[src/rtl/core/dsfd_pkg.sv]
// dsfd_pkg: shared constants and types for the dle shielded frame deframer
package dsfd_pkg;

    localparam int unsigned MAX_FRAME   = 256;
    localparam logic [7:0]  FRAME_LIMIT = 8'(MAX_FRAME - 5);

    localparam logic [7:0]  SYNC_BYTE = 8'hFF;
    localparam logic [7:0]  DLE_BYTE  = 8'h10;
    localparam logic [7:0]  ETX_BYTE  = 8'h03;
    localparam logic [7:0]  SUB_BYTE  = 8'h1A;

    typedef logic [1:0] kind_t;
    localparam kind_t KIND_DATA     = 2'd0;
    localparam kind_t KIND_END      = 2'd1;
    localparam kind_t KIND_OVERFLOW = 2'd2;

    typedef struct packed {
        kind_t      kind;
        logic [7:0] data_byte;
        logic [7:0] frame_length;
        logic       last;
    } dsfd_res_t;

endpackage

[src/rtl/core/dsfd_decode.sv]
// dsfd_decode: frame state and unshielding of one registered link byte
module dsfd_decode (
    input  logic              aclk,
    input  logic              aresetn,
    input  logic              in_vld,
    input  logic [7:0]        in_byte,
    input  logic              out_free,
    output logic              take,
    output logic              res_vld,
    output dsfd_pkg::dsfd_res_t res
);
    import dsfd_pkg::*;

    logic       in_frame_reg, in_frame_next;
    logic       after_escape_reg, after_escape_next;
    logic       second_reg, second_next;
    logic [7:0] byte_count_reg, byte_count_next;
    logic [7:0] count_inc;

    assign count_inc = byte_count_reg + 8'd1;

    always_comb begin
        in_frame_next     = in_frame_reg;
        after_escape_next = after_escape_reg;
        second_next       = second_reg;
        byte_count_next   = byte_count_reg;
        take              = 1'b0;
        res_vld           = 1'b0;
        res.kind          = KIND_DATA;
        res.data_byte     = 8'd0;
        res.frame_length  = byte_count_reg;
        res.last          = 1'b1;
        if (in_vld && out_free) begin
            take = 1'b1;
            priority if (second_reg) begin
                // second dle of an escaped sub
                res_vld           = 1'b1;
                res.data_byte     = DLE_BYTE;
                res.frame_length  = count_inc;
                byte_count_next   = count_inc;
                second_next       = 1'b0;
                after_escape_next = 1'b0;
            end else if (!in_frame_reg) begin
                if (in_byte == SYNC_BYTE) begin
                    in_frame_next     = 1'b1;
                    after_escape_next = 1'b0;
                    byte_count_next   = 8'd0;
                end
            end else if (byte_count_reg >= FRAME_LIMIT) begin
                res_vld           = 1'b1;
                res.kind          = KIND_OVERFLOW;
                in_frame_next     = 1'b0;
                after_escape_next = 1'b0;
                byte_count_next   = 8'd0;
            end else if (after_escape_reg) begin
                after_escape_next = 1'b0;
                priority if (in_byte == DLE_BYTE) begin
                    res_vld          = 1'b1;
                    res.data_byte    = DLE_BYTE;
                    res.frame_length = count_inc;
                    byte_count_next  = count_inc;
                end else if (in_byte == SUB_BYTE) begin
                    // first dle now, hold the item for the second
                    take              = 1'b0;
                    res_vld           = 1'b1;
                    res.data_byte     = DLE_BYTE;
                    res.frame_length  = count_inc;
                    res.last          = 1'b0;
                    byte_count_next   = count_inc;
                    second_next       = 1'b1;
                    after_escape_next = 1'b1;
                end else if (in_byte == ETX_BYTE) begin
                    res_vld         = 1'b1;
                    res.kind        = KIND_END;
                    in_frame_next   = 1'b0;
                    byte_count_next = 8'd0;
                end else begin
                end
            end else if (in_byte == DLE_BYTE) begin
                after_escape_next = 1'b1;
            end else begin
                res_vld          = 1'b1;
                res.data_byte    = in_byte;
                res.frame_length = count_inc;
                byte_count_next  = count_inc;
            end
        end
    end

    always_ff @(posedge aclk) begin
        if (!aresetn) begin
            in_frame_reg     <= 1'b0;
            after_escape_reg <= 1'b0;
            second_reg       <= 1'b0;
            byte_count_reg   <= 8'd0;
        end else begin
            in_frame_reg     <= in_frame_next;
            after_escape_reg <= after_escape_next;
            second_reg       <= second_next;
            byte_count_reg   <= byte_count_next;
        end
    end

endmodule

[src/rtl/core/dsfd_out.sv]
// dsfd_out: result register towards the master side
module dsfd_out (
    input  logic                aclk,
    input  logic                aresetn,
    input  logic                res_vld,
    input  dsfd_pkg::dsfd_res_t res,
    output logic                out_free,
    output logic                m_tvalid,
    input  logic                m_tready,
    output logic [15:0]         m_tdata,
    output logic [1:0]          m_tuser,
    output logic                m_tlast
);
    import dsfd_pkg::*;

    logic      valid_reg;
    dsfd_res_t res_reg;

    assign out_free = !valid_reg || m_tready;

    always_ff @(posedge aclk) begin
        if (!aresetn) begin
            valid_reg <= 1'b0;
        end else if (out_free) begin
            valid_reg <= res_vld;
        end
    end

    always_ff @(posedge aclk) begin
        if (out_free && res_vld) begin
            res_reg <= res;
        end
    end

    assign m_tvalid = valid_reg;
    assign m_tdata  = {res_reg.frame_length, res_reg.data_byte};
    assign m_tuser  = res_reg.kind;
    assign m_tlast  = res_reg.last;

endmodule

[src/rtl/core/dle_shielded_frame_deframer.sv]
// dle_shielded_frame_deframer: top level, input register, decoder and result register
// a link byte accepted into the input register is decoded combinationally and its
// first result is captured in the result register towards the master side
// throughput: one link byte per cycle unless stalled; an escaped sub gives two items
// the result register frees each cycle the master side takes an item
// reset: synchronous on aresetn low, hunts for sync with count and escape flag cleared
module dle_shielded_frame_deframer (
    input  logic        aclk,
    input  logic        aresetn,
    input  logic        s_tvalid,
    output logic        s_tready,
    input  logic [7:0]  s_tdata,   // rx_byte
    output logic        m_tvalid,
    input  logic        m_tready,
    output logic [15:0] m_tdata,   // frame_length [15:8], data_byte [7:0]
    output logic [1:0]  m_tuser,   // kind
    output logic        m_tlast
);
    import dsfd_pkg::*;

    logic       in_vld_reg;
    logic [7:0] in_byte_reg;
    logic       take;
    logic       out_free;
    logic       res_vld;
    dsfd_res_t  res;

    assign s_tready = !in_vld_reg || take;

    always_ff @(posedge aclk) begin
        if (!aresetn) begin
            in_vld_reg <= 1'b0;
        end else if (s_tready) begin
            in_vld_reg <= s_tvalid;
        end
    end

    always_ff @(posedge aclk) begin
        if (s_tready && s_tvalid) begin
            in_byte_reg <= s_tdata;
        end
    end

    dsfd_decode u_decode (
        .aclk     (aclk),
        .aresetn  (aresetn),
        .in_vld   (in_vld_reg),
        .in_byte  (in_byte_reg),
        .out_free (out_free),
        .take     (take),
        .res_vld  (res_vld),
        .res      (res)
    );

    dsfd_out u_out (
        .aclk     (aclk),
        .aresetn  (aresetn),
        .res_vld  (res_vld),
        .res      (res),
        .out_free (out_free),
        .m_tvalid (m_tvalid),
        .m_tready (m_tready),
        .m_tdata  (m_tdata),
        .m_tuser  (m_tuser),
        .m_tlast  (m_tlast)
    );

endmodule

[config.mk]
export PLATFORM = sky130hd
export DESIGN_NAME = dle_shielded_frame_deframer
export DESIGN_NICKNAME = d
export VERILOG_FILES = /design/src/rtl/core/dsfd_pkg.sv /design/src/rtl/core/dsfd_decode.sv /design/src/rtl/core/dsfd_out.sv /design/src/rtl/core/dle_shielded_frame_deframer.sv
export SDC_FILE = /design/constraint.sdc
export NUM_CORES = 1
export LEC_CHECK = 0
export BUFFER_PORTS_ARGS = -buffer_cell sky130_fd_sc_hd__clkbuf_2
export CORE_MARGIN = 2
export CORE_UTILIZATION = 50
export DETAILED_ROUTE_END_ITERATION = 10
export HOLD_SLACK_MARGIN = 0.12
export PLACE_DENSITY = 0.78
export SYNTH_ARGS = -nofsm -noshare
export SYNTH_HDL_FRONTEND = slang
export SYNTH_SLANG_ARGS = --single-unit
export TNS_END_PERCENT = 100
[constraint.sdc]
create_clock -name aclk -period 3.35 [get_ports aclk]
set_clock_uncertainty 0.1 [all_clocks]
set_input_delay 0.1675 -clock aclk [delete_from_list [all_inputs] [get_ports aclk]]
set_output_delay 0.1675 -clock aclk [all_outputs]
set_load 0.01 [all_outputs]
==> metrics.md <==
| Metric | Value |
|---|---|
| Status | `finished clean` |
| Post-Syn Area | `2160 um^2` |
| # clock sinks | `40` |
| First-pass GRT wire length | `between 8 and 9 mm` |
| Maximum root-to-sink buffer count | `2` |
| Pre-Repair DR Iteration Count | `5` |
| Setup crit start kind | `flop` |
| Fill cells | `345` |
| Final period utilization | `between 80% and 90%` |
| Yosys cell types | `between 40 and 50` |
| Hold WC Path Type | `input pin to flop` |
| Row count | `23` |
| Crit path required time | `roughly 3.3 ns` |
| Via count | `1971` |
| Worst Setup End Kind | `flop` |
| Synth top area cells | `edfxtp_1 (38%), dfxtp_1 (12%), o21ai_0 (4.2%), nand2_1 (3.0%), nor2_1 (2.6%)` |
| Hold Vio Cnt, Final | `0` |
| H-tree Lvls | `2` |
| Ys async rst share | `0%` |
| Vias in the first global route | `roughly 1700` |
| Net Count, Synth | `around 240` |
| Initial Util | `between 50% and 60%` |
| Mapped Cells | `between 200 and 250` |
| Reg area | `1070 um^2` |
| Initial DRC count | `around 250` |
| Initial antenna violation count | `0` |
| Unrepaired setup endpoints after global routing | `no` |
| Number of synthesized flops with an enable pin | `27` |
| Post-CTS Resized | `0` |
| Reg-to-reg slack, setup | `approximately 0.6 ns` |
| Syn-to-layout area delta | `17.6%` |
| VDD IR max | `approximately 0.00028 V` |
| Clk slew on worst S/H paths | `~0.070 ns` |
| Top cells by count, synth | `edfxtp_1 (27), o21ai_0 (18), nand2_1 (17), nor2_1 (15), dfxtp_1 (13)` |
| DRC errors left | `0` |
| # diodes | `0` |
| Cell taking the most area after synthesis | `edfxtp_1` |
| Worst skew pair latency | `approximately 0.30 ns` |
| RD Place Congestion | `0.906` |
| Overflow after GRT | `0` |
| Port Buffers | `32` |
| F_max | `about 360 MHz` |
| Max cap viols | `0` |
| CTS Buf Count | `5` |
| Register bit total from synthesis | `40` |
| Setup tns final | `0 ns` |
| Slew @ Worst Pin | `0.957 ns` |
| Post-Route WL | `slightly below 5 mm` |
| Register area share after synthesis | `49.6%` |
| Worst-path fanout max | `11` |
| Core footprint | `a little over 4000 um^2` |
| DIE HEIGHT | `69.7 um` |
| Slew Viols, Final | `0` |
| Power per cell area | `about 350 nW/um^2` |
| Setup bufs post-CTS | `0` |
| Via-per-instance ratio | `roughly 6.2` |
| Share of cells above drive strength 1 | `about a fifth` |
| Syn avg cell area | `9.59 um^2` |
| GRT Total Usage | `a little over a fifth` |
| CTS root buf | `clkbuf_8` |
| Tmin final | `2.74 ns` |
| Max reg flops | `16` |
| # hold bufs at CTS | `9` |
| IO Pins | `33` |
| Ys flop type | `edfxtp_1` |
| Worst EP arrival | `approximately 2.7 ns` |
| Die W | `around 70 um` |
| Setup violators final | `0` |
| Top cell type's share of synthesized area | `a little under two fifths` |
| Largest net degree at the start of global routing | `20` |
| YS warnings | `0` |
| Kind of critical path | `flop to flop` |
| TritonCTS clock tree | `done` |
| Footprint of the multi-input gates | `997 um^2` |
| Static Leak | `~0.93 nW` |
| Die area | `roughly 4900 um^2` |
| Relative slew margins | `around 36%` |
| NumNets Final | `280` |
| HPWL Detailed | `between 3 and 4 mm` |
| Count leader, synth | `edfxtp_1` |
| Routed Antenna Nets | `0` |
| Avg WL per Cell | `between 15 and 20 um` |
| Total power | `0.895 mW` |
-- metrics by stage --
step / hold WS (ns) / cells / util [%] / cell area, um^2 / setup slack [ns]
final: 0.124 / 317 / 62.1 / 2540 / 0.608
after global routing: 0.170 / 317 / 62.1 / 2540 / 0.485
after CTS: 0.126 / 317 / 62.1 / 2540 / 0.622
after detailed placement: 0.246 / 300 / 57.9 / 2370 / 0.637
after global placement: 0.244 / 300 / 57.9 / 2370 / 0.705
after floorplan: 0.166 / 225 / - / 2160 / 0.0863
-- final cells by class --
| type | count | share of cell area, % |
|---|---|---|
| flip-flops and latches | 40 | 42.2 |
| repair buffers | 46 | 11.3 |
| clock inverters | 3 | 0.542 |
| multi-input cells | 163 | 39.3 |
| well taps | 50 | 2.46 |
| clock buffers | 5 | 2.71 |
| inverters | 10 | 1.48 |
-- power breakdown --
part           leakage, nW  internal, mW  switching (mW)
combinational        0.497        0.0190          0.0216
clock               0.0453         0.141           0.168
sequential           0.388         0.532          0.0128
-- critical path: stages (launching register included) --
cell and delay, ns:
edfxtp_1 0.43, or4_4 0.63, o31a_1 0.38, nor4_4 0.52, nor2_2 0.07, o32a_1 0.36
-- cell families after synthesis --
kind of cell	share of synthesized area, %
AOI/OAI and AO/OA	20.5
buffers and inverters	4.17
DFF	49.6
and+or+nand+nor	22.8
xor gates and xnor gates	0.812
adders and majority gates	1.16
muxes	0.928
-- final timing paths --
kind	from	end	cells after the start
hold / removal	aresetn	u_out.m_tvalid	2
hold reg to reg	u_decode.byte_count_reg[6]	u_decode.byte_count_reg[6]	2
setup / recovery	in_byte_reg[2]	u_out.m_tdata[12]	5
setup reg to reg	in_byte_reg[2]	u_out.m_tdata[12]	5
-- layout by cell type, fill, tap and decap left out, types with 7 or more instances in the layout --
master         instances
a21oi_1               10
and3_1                 8
clkbuf_2              32
dfxtp_1               13
dlygate4sd3_1          9
edfxtp_1              27
inv_1                  9
nand2_1               17
nand3_1                9
nor2_1                15
nor3_1                 7
o21ai_0               18
-- metal layers --
layer / up-vias / share of wire [%] / global-route usage, %
met1: 914 / 45 / 30.4
met5: - / 0 / 0
li1: 943 / - / -
met2: 99 / 43 / 29.5
met4: 0 / 2.6 / 9.19
met3: 15 / 8.7 / 5.81
(Power assumes the default switching activity.)
